[src/rtl/bac_pkg.sv]
// Package: shared types, constants and command structs for the bounce and contact block.
`default_nettype none
package bac_pkg;
    localparam int BODY_COUNT = 8;
    localparam int POS_FRAC_BITS = 16;
    localparam int IDX_W = 3;
    localparam int PAIR_COUNT = 28;
    localparam int PAIR_W = 5;
    localparam logic [16:0] ONE_FX = 17'h10000;
    localparam logic [15:0] HALF_FX = 16'h8000;
    localparam logic [15:0] VEL_MAX = 16'h7fff;

    localparam logic [0:0] FUNC_WRITE = 1'b0;
    localparam logic [0:0] FUNC_STEP = 1'b1;
    localparam logic [0:0] CFG_COOLDOWN = 1'b0;
    localparam logic [0:0] CFG_ACTIVE = 1'b1;

    typedef struct packed {
        logic        func;
        logic [2:0]  body_index;
        logic [16:0] pos_x;
        logic [16:0] pos_y;
        logic signed [15:0] vel_x;
        logic signed [15:0] vel_y;
        logic [15:0] radius;
        logic        dragged;
    } t_in_item;

    typedef struct packed {
        logic       has_contact;
        logic [2:0] first_body;
        logic [2:0] second_body;
        logic       last;
    } t_out_item;

    typedef enum logic [2:0] {
        ST_IDLE, ST_DECAY, ST_MOVE, ST_PAIR, ST_DONE
    } t_state;

    // controller -> datapath
    typedef struct packed {
        logic       write_body;
        logic       decay;
        logic       move_en;
        logic       pair_en;
        logic [2:0] body;
        logic [2:0] bi;
        logic [2:0] bj;
        logic [4:0] pair;
    } t_cmd;

    // datapath -> controller
    typedef struct packed {
        logic fire;
    } t_status;
endpackage
`default_nettype wire

[src/rtl/bac_ctrl.sv]
// Controller: sequences decay, body moves, pair tests and result beats.
`default_nettype none
module bac_ctrl (
    input  wire logic             i_clk,
    input  wire logic             i_rst_n,
    input  wire logic             i_start,
    input  wire logic [3:0]       i_active,
    input  wire bac_pkg::t_status i_status,
    input  wire logic             i_out_ready,
    output bac_pkg::t_cmd         o_cmd,
    output logic                  o_busy,
    output logic                  o_out_valid,
    output bac_pkg::t_out_item    o_out
);
    bac_pkg::t_state r_state, n_state;
    logic [2:0] r_i, n_i, r_j, n_j;
    logic [4:0] r_k, n_k;
    logic       r_any, n_any;
    logic [3:0] n_cnt;
    logic       last_pair;
    logic       can_emit, go;
    bac_pkg::t_out_item r_pend, n_pend;
    logic       r_ov, n_ov;
    bac_pkg::t_out_item r_out, n_out;

    assign n_cnt = (i_active > 4'd8) ? 4'd8 : i_active;
    assign last_pair = (r_i == 3'd6);
    assign can_emit = !r_ov || i_out_ready;
    // hold the pair walk while a held contact cannot leave
    assign go = !r_any || can_emit;

    always_comb begin
        n_state = r_state;
        n_i = r_i; n_j = r_j; n_k = r_k; n_any = r_any;
        n_pend = r_pend;
        n_ov = r_ov; n_out = r_out;
        if (r_ov && i_out_ready) begin
            n_ov = 1'b0;
        end
        case (r_state)
            bac_pkg::ST_IDLE: begin
                if (i_start) begin
                    n_state = bac_pkg::ST_DECAY;
                end
            end
            bac_pkg::ST_DECAY: begin
                n_i = '0; n_state = bac_pkg::ST_MOVE;
            end
            bac_pkg::ST_MOVE: begin
                if ({1'b0, r_i} + 4'd1 >= n_cnt || r_i == 3'd7) begin
                    n_i = 3'd0; n_j = 3'd1; n_k = '0; n_any = 1'b0;
                    n_state = bac_pkg::ST_PAIR;
                end else begin
                    n_i = r_i + 3'd1;
                end
            end
            bac_pkg::ST_PAIR: begin
                if (go) begin
                    // a new contact releases the held one as a non-final beat
                    if (i_status.fire) begin
                        if (r_any) begin
                            n_out = r_pend; n_ov = 1'b1;
                        end
                        n_pend = '{1'b1, r_i, r_j, 1'b0};
                        n_any = 1'b1;
                    end
                    if (r_j == 3'd7) begin
                        n_i = r_i + 3'd1; n_j = r_i + 3'd2;
                    end else begin
                        n_j = r_j + 3'd1;
                    end
                    n_k = r_k + 5'd1;
                    if (last_pair) begin
                        n_state = bac_pkg::ST_DONE;
                    end
                end
            end
            bac_pkg::ST_DONE: begin
                if (can_emit) begin
                    if (r_any) begin
                        n_out = r_pend; n_out.last = 1'b1;
                    end else begin
                        n_out = '{1'b0, 3'd0, 3'd0, 1'b1};
                    end
                    n_ov = 1'b1;
                    n_state = bac_pkg::ST_IDLE;
                end
            end
            default: n_state = bac_pkg::ST_IDLE;
        endcase
    end

    always_ff @(posedge i_clk) begin
        if (!i_rst_n) begin
            r_state <= bac_pkg::ST_IDLE;
            r_ov <= 1'b0;
            r_any <= 1'b0;
        end else begin
            r_state <= n_state;
            r_ov <= n_ov;
            r_any <= n_any;
        end
        r_i <= n_i; r_j <= n_j; r_k <= n_k;
        r_pend <= n_pend;
        r_out <= n_out;
    end

    always_comb begin
        o_cmd = '0;
        o_cmd.write_body = 1'b0;
        o_cmd.decay = (r_state == bac_pkg::ST_DECAY);
        o_cmd.move_en = (r_state == bac_pkg::ST_MOVE) && (n_cnt != 4'd0);
        o_cmd.pair_en = (r_state == bac_pkg::ST_PAIR) && ({1'b0, r_j} < n_cnt) && go;
        o_cmd.body = r_i;
        o_cmd.bi = r_i;
        o_cmd.bj = r_j;
        o_cmd.pair = r_k;
    end

    assign o_busy = (r_state != bac_pkg::ST_IDLE);
    assign o_out_valid = r_ov;
    assign o_out = r_out;
endmodule
`default_nettype wire

[src/rtl/bac_dp.sv]
// Datapath: body table, wall reflection, pair touch test and pair cooldown state.
`default_nettype none
module bac_dp (
    input  wire logic             i_clk,
    input  wire logic             i_rst_n,
    input  wire logic             i_wr,
    input  wire bac_pkg::t_in_item i_item,
    input  wire logic [15:0]      i_cooldown,
    input  wire bac_pkg::t_cmd    i_cmd,
    output bac_pkg::t_status      o_status
);
    logic [16:0] r_px [8];
    logic [16:0] r_py [8];
    logic signed [15:0] r_vx [8];
    logic signed [15:0] r_vy [8];
    logic [15:0] r_rad [8];
    logic [7:0]  r_held;
    logic [27:0] r_touch;
    logic [15:0] r_cd [28];

    function automatic logic [15:0] mag_sat(input logic signed [15:0] v);
        logic [15:0] m;
        m = v[15] ? 16'(-v) : 16'(v);
        return (m > bac_pkg::VEL_MAX) ? bac_pkg::VEL_MAX : m;
    endfunction

    // wall reflection for one axis: two passes then clamp
    function automatic logic [33:0] move_axis(input logic [16:0] pos,
                                              input logic signed [15:0] vel,
                                              input logic [15:0] lo16);
        logic signed [19:0] p, lo, hi;
        logic signed [15:0] v;
        integer pass;
        lo = 20'(lo16);
        hi = 20'(bac_pkg::ONE_FX) - lo;
        p = 20'(pos) + 20'(vel);
        v = vel;
        for (pass = 0; pass < 2; pass++) begin
            if (p < lo) begin
                p = (lo <<< 1) - p; v = mag_sat(v);
            end else if (p > hi) begin
                p = (hi <<< 1) - p; v = -mag_sat(v);
            end
        end
        if (p < lo) p = lo;
        if (p > hi) p = hi;
        return {p[16:0], 1'b0, v};
    endfunction

    logic [2:0] b, bi, bj;
    logic [33:0] mx, my;
    logic signed [17:0] dx, dy;
    logic [16:0] adx, ady;
    logic [33:0] dx2, dy2;
    logic [16:0] rs;
    logic [33:0] rs2;
    logic touch;

    assign b = i_cmd.body;
    assign bi = i_cmd.bi;
    assign bj = i_cmd.bj;
    assign mx = move_axis(r_px[b], r_vx[b], r_rad[b]);
    assign my = move_axis(r_py[b], r_vy[b], r_rad[b]);
    assign dx = 18'(r_px[bi]) - 18'(r_px[bj]);
    assign dy = 18'(r_py[bi]) - 18'(r_py[bj]);
    // square the magnitudes at full width
    assign adx = dx[17] ? 17'(-dx) : 17'(dx);
    assign ady = dy[17] ? 17'(-dy) : 17'(dy);
    assign dx2 = {17'd0, adx} * {17'd0, adx};
    assign dy2 = {17'd0, ady} * {17'd0, ady};
    assign rs = 17'(r_rad[bi]) + 17'(r_rad[bj]);
    assign rs2 = {17'd0, rs} * {17'd0, rs};
    assign touch = ({1'b0, dx2} + {1'b0, dy2}) <= {1'b0, rs2};

    assign o_status.fire = i_cmd.pair_en && touch && !r_touch[i_cmd.pair]
                           && (r_cd[i_cmd.pair] == 16'd0);

    always_ff @(posedge i_clk) begin
        if (i_wr) begin
            r_px[i_item.body_index] <= i_item.pos_x;
            r_py[i_item.body_index] <= i_item.pos_y;
            r_vx[i_item.body_index] <= i_item.vel_x;
            r_vy[i_item.body_index] <= i_item.vel_y;
            r_rad[i_item.body_index] <= (i_item.radius > bac_pkg::HALF_FX) ?
                                        bac_pkg::HALF_FX : i_item.radius;
            r_held[i_item.body_index] <= i_item.dragged;
        end else if (i_cmd.move_en && !r_held[b]) begin
            r_px[b] <= mx[33:17];
            r_vx[b] <= mx[15:0];
            r_py[b] <= my[33:17];
            r_vy[b] <= my[15:0];
        end
    end

    always_ff @(posedge i_clk) begin
        if (!i_rst_n) begin
            r_touch <= '0;
            for (int k = 0; k < 28; k++) r_cd[k] <= '0;
        end else if (i_cmd.decay) begin
            for (int k = 0; k < 28; k++)
                if (r_cd[k] != 16'd0) r_cd[k] <= r_cd[k] - 16'd1;
        end else if (i_cmd.pair_en) begin
            if (!touch) begin
                r_touch[i_cmd.pair] <= 1'b0;
            end else if (!r_touch[i_cmd.pair]) begin
                r_touch[i_cmd.pair] <= 1'b1;
                if (r_cd[i_cmd.pair] == 16'd0) r_cd[i_cmd.pair] <= i_cooldown;
            end
        end
    end
endmodule
`default_nettype wire

[src/rtl/bounce_and_contact_step.sv]
// Top level: bounce and contact step block with body table and contact events.
//
// Input channel (i_in_valid/o_in_ready, payload i_in) carries two kinds of
// beat. A write beat loads one body entry and gives no result. A step beat
// decays all pair cooldowns, moves the active bodies that are not dragged
// one per cycle, walks the 28 pairs one per cycle, holding while a stalled
// output blocks a held contact, and tests the pairs of active bodies, then
// loads the final beat. A found contact is held until the next one is found
// or the walk ends, which decides last; a step with no contact yields one
// beat with has_contact clear and last set. o_in_ready returns once the
// final beat is taken.
// Only one step is in flight; o_in_ready is low while a step runs or a beat waits.
// When the receiver stalls, the pair walk holds on its current pair while a
// held contact cannot leave the output register.
// Configuration beats (i_cfg_valid/o_cfg_ready) write cooldown_steps (index
// 0) or active_bodies (index 1); write them only while idle.
// Reset (i_rst_n low, synchronous) clears pair state, cooldown_steps to 0,
// active_bodies to 8. Body entries are undefined until written.
`default_nettype none
module bounce_and_contact_step (
    input  wire logic              i_clk,
    input  wire logic              i_rst_n,
    input  wire logic              i_in_valid,
    output logic                   o_in_ready,
    input  wire bac_pkg::t_in_item i_in,
    output logic                   o_out_valid,
    input  wire logic              i_out_ready,
    output bac_pkg::t_out_item     o_out,
    input  wire logic              i_cfg_valid,
    output logic                   o_cfg_ready,
    input  wire logic [0:0]        i_cfg_index,
    input  wire logic [15:0]       i_cfg_data
);
    logic [15:0] r_cooldown;
    logic [3:0]  r_active;
    logic        busy, acc;
    bac_pkg::t_cmd cmd;
    bac_pkg::t_status status;

    assign o_in_ready = !busy && !o_out_valid;
    assign o_cfg_ready = 1'b1;
    assign acc = i_in_valid && o_in_ready;

    always_ff @(posedge i_clk) begin
        if (!i_rst_n) begin
            r_cooldown <= '0;
            r_active <= 4'd8;
        end else if (i_cfg_valid) begin
            case (i_cfg_index)
                bac_pkg::CFG_COOLDOWN: r_cooldown <= i_cfg_data;
                bac_pkg::CFG_ACTIVE: r_active <= i_cfg_data[3:0];
                default: ;
            endcase
        end
    end

    bac_ctrl u_ctrl (
        .i_clk(i_clk), .i_rst_n(i_rst_n),
        .i_start(acc && i_in.func == bac_pkg::FUNC_STEP),
        .i_active(r_active), .i_status(status), .i_out_ready(i_out_ready),
        .o_cmd(cmd), .o_busy(busy), .o_out_valid(o_out_valid), .o_out(o_out)
    );

    bac_dp u_dp (
        .i_clk(i_clk), .i_rst_n(i_rst_n),
        .i_wr(acc && i_in.func == bac_pkg::FUNC_WRITE),
        .i_item(i_in), .i_cooldown(r_cooldown), .i_cmd(cmd), .o_status(status)
    );
endmodule
`default_nettype wire
[config.mk]
export PLATFORM = sky130hd
export DESIGN_NAME = bounce_and_contact_step
export DESIGN_NICKNAME = d
export VERILOG_FILES = /design/src/rtl/bac_pkg.sv /design/src/rtl/bac_ctrl.sv /design/src/rtl/bac_dp.sv /design/src/rtl/bounce_and_contact_step.sv
export SDC_FILE = /design/constraint.sdc
export NUM_CORES = 2
export LEC_CHECK = 0
export BUFFER_PORTS_ARGS = -buffer_cell sky130_fd_sc_hd__clkbuf_2
export CORE_ASPECT_RATIO = 1.75
export CORE_MARGIN = 2
export CORE_UTILIZATION = 40
export DETAILED_ROUTE_END_ITERATION = 10
export GPL_ROUTABILITY_DRIVEN = 0
export GPL_TIMING_DRIVEN = 0
export SYNTH_ARGS = -nofsm -noshare
export SYNTH_HDL_FRONTEND = slang
export SYNTH_SLANG_ARGS = --single-unit
[constraint.sdc]
create_clock -name i_clk -period 54.2 [get_ports i_clk]
set_input_delay 16.26 -clock i_clk [delete_from_list [all_inputs] [get_ports i_clk]]
set_output_delay 16.26 -clock i_clk [all_outputs]
set_load 0.02 [all_outputs]
==> reports/metrics.yaml <==
run_status: "finished, violations left"
timing.setup.critical_path_class: "reg -> reg"
cts_tree: "yes"
syn_area_per_cell_sq_um: 10.43
worstSetupStartpointType: "register"
post_cts_resize_count: 0
chip_height_microns: 695.3
post_cts_hold_buffer_count: 0
synth-main-ff-cell: "sky130_fd_sc_hd__edfxtp_1"
mux_contribution_to_synthesized_area: 0.09288
whs_ns: 0.5076
die_x_microns: 399
worstMarginPinSlew_ns: 1.614
cap_violations: 7
path_max_fanout: 10
grt_antenna_before_repair: 18
final-setup-viol-count: 0
yosys.area_share.adder: 0.2118
clock_latency_ns: 0.81
nNetsFinal: 12341
remaining_drc_errors: 0
placementRows: 253
finalMaxSlewViolations: 48
drive_above_1_share: 0.09220
max_clock_freq_mhz: 34.12
dr.pass1.iters: 9
grt_max_degree: 24
routed_via_density: 5.990
grt_first_pass_wirelength_microns: 553100
cp_data_arrival_time_ns: 29.64
synthesis.area_sq_um: 109200
timing.clock.skew_ns: 0.1679
post_synth_and_or_nand_nor_area_fraction: 0.1288
cts_buffers: 115
floorplan.initialDensity: 0.4021
synth_warnings: 0
setup-tns-final_ns: 0
route.antenna.remaining_nets: 0
dr.first_iter.drc_count: 7845
area_fraction_in_compound_gates_after_synthesis: 0.1121
boundaryPins: 120
slew_headroom: -0.08404
dominant_combinational_cell_family_by_area_after_synthesis: "adder cells"
post_cts_setup_repair_bufs: 0
yosys_register_bits: 1265
failed_checks: "max-capacitance violations, max-slew violations"
clk_root_buffer_cell: "sky130_fd_sc_hd__clkbuf_16"
path_clk_slew_ns: 0.07
syn_to_final_growth_pct: 9.444
synth-seq-area-share: 0.3419
report.final.hold_viol_count: 0
die_area_sq_um: 277400
h-tree-depth: 3
grt_remaining_overflow: 0
netlist.top_cell.by_area: "sky130_fd_sc_hd__edfxtp_1"
clockBufferDepth: 3
cp_slowest_stage_delay_ns: 1.26
crit_required_ns: 54.53
synthCells: 10467
synth_nets: 12035
postRouteWirelength_microns: 376200
detail_placement_hpwl_microns: 290300
rsz0062_at_grt: "false"
netlist-cell-type-count: 139
post_drt_wl_per_cell_microns: 26.03
crit_slowest_cell: "sky130_fd_sc_hd__o41ai_4"
vias: 86550
clkSinkCount: 1265
synthTopCellsByArea: "sky130_fd_sc_hd__edfxtp_1 (33%), sky130_fd_sc_hd__fa_1 (12%), sky130_fd_sc_hd__ha_1 (9.3%), sky130_fd_sc_hd__mux4_2 (5.5%), sky130_fd_sc_hd__inv_1 (4.2%)"
worst_setup_path_end_kind: "register"
synth_xor_area_frac: 0.05443
synth_enable_flop_cells: 1201
min_period_over_period: 0.5408
ys_async_sr_fraction: 0
min_period_ns: 29.31
core_area_sq_um: 271600
synth_largest_type_area_fraction: 0.3302
globalRouteTotalUtil: 0.2670
worst_hold_path_type: "reg -> reg"
io_buffers: 116
grt_pass1_vias: 90355
-- per-stage QoR --
stage | utilization | worst slack, ns | cell area [sq um] | cells
3_3_place_gp | 0.4207 | 26.22 | 114300 | 14153
3_5_place_dp | 0.4253 | 26.75 | 115500 | 14224
6_report | 0.4401 | 24.89 | 119500 | 14449
2_1_floorplan | - | 33.96 | 109200 | 10467
4_1_cts | 0.4397 | 26.61 | 119400 | 14436
5_1_grt | 0.4400 | 24.36 | 119500 | 14441
-- synth_stat cells (all sizes together), types with 37 or more instances --
cell and number:
a21boi 52, and2 52, ha 810, a31oi 77, nor3 247, nand4 56, nor2b 92, o22ai 297
nand3 183, a21oi 356, clkbuf 265, or4 56, buf 92, inv 1238, a21o 112, nor2 818
or3 71, nand2 908, edfxtp 1201, fa 649, a211oi 55, o211ai 59, and3 53, mux4 266
or2 37, o21a 103, o31ai 59, nor4 162, o21ai 344, mux2i 298, mux2 95, dfxtp 64
xor2 238, xnor2 439, nand2b 108
-- registers in the layout, indices dropped and copies added, names as in the netlist, 6 cells and up, named ones only --
register and flops:
u_ctrl.r_pend 6, u_dp.r_vy 128, u_dp.r_rad 128, u_dp.r_py 136, r_cooldown 16, u_dp.r_held 8, u_dp.r_px 136, u_ctrl.o_out 8
u_dp.r_cd 512, u_dp.r_vx 128
-- layout make-up --
class	instances	area [sq um]
fillers	25674	152100
multi-input cells	7574	65890
flip-flops and latches	1265	37350
inverters	1271	4771
well taps	3570	4467
clock buffers	143	3107
plain buffers	357	1572
repair buffers	189	1558
clock inverters	69	793.3
diodes	11	27.53
-- cell usage in the layout, fill, tap and decap left out, drive strengths merged, types with 344 or more instances in the layout --
cell and n:
inv 1243, xnor2 439, ha 810, clkbuf 525, nor2 818, o21ai 344, nand2 908, fa 649
edfxtp 1201, a21oi 356
-- worst max-delay path: cells and delay by family (launching register included) --
kind / cells / cell delay (ns)
compound gates: 40 / 10.94
xor+xnor: 1 / 0.49
fa+ha+maj: 6 / 1.81
buf+inv: 17 / 10.18
flops: 1 / 0.34
mux: 3 / 1.44
simple gates: 18 / 3.49
-- routing by layer --
layer	routed length (microns)	GRT usage
met4	37290	0.2238
met3	24630	0.04368
met1	125400	0.2734
met2	188700	0.4729
met5	74	0
-- cells by family (layout without fill, tap and decap cells) --
logic type / count (synthesis) / count (layout)
simple gates: 2943 / 2943
compound gates: 1835 / 1835
buf+inv: 1628 / 2029
fa+ha+maj: 1459 / 1459
flops: 1265 / 1265
xor+xnor: 677 / 677
mux: 659 / 659
other cells: 1 / 12
-- final timing paths --
kind                             from                         to  slack, ns  cells past startpoint
min          r_active[0]$_SDFFE_PN0P_   r_active[0]$_SDFFE_PN0P_       0.51                      2
min reg2reg  r_active[0]$_SDFFE_PN0P_   r_active[0]$_SDFFE_PN0P_       0.51                      2
max reg2reg                  register  u_dp.r_py[3][5]$_DFFE_PP_      24.89                     85
max                          register  u_dp.r_py[3][5]$_DFFE_PP_      24.89                     85
Power is not shown: default switching activity piles up to over one toggle a cycle in this logic, so the estimate is an artifact.
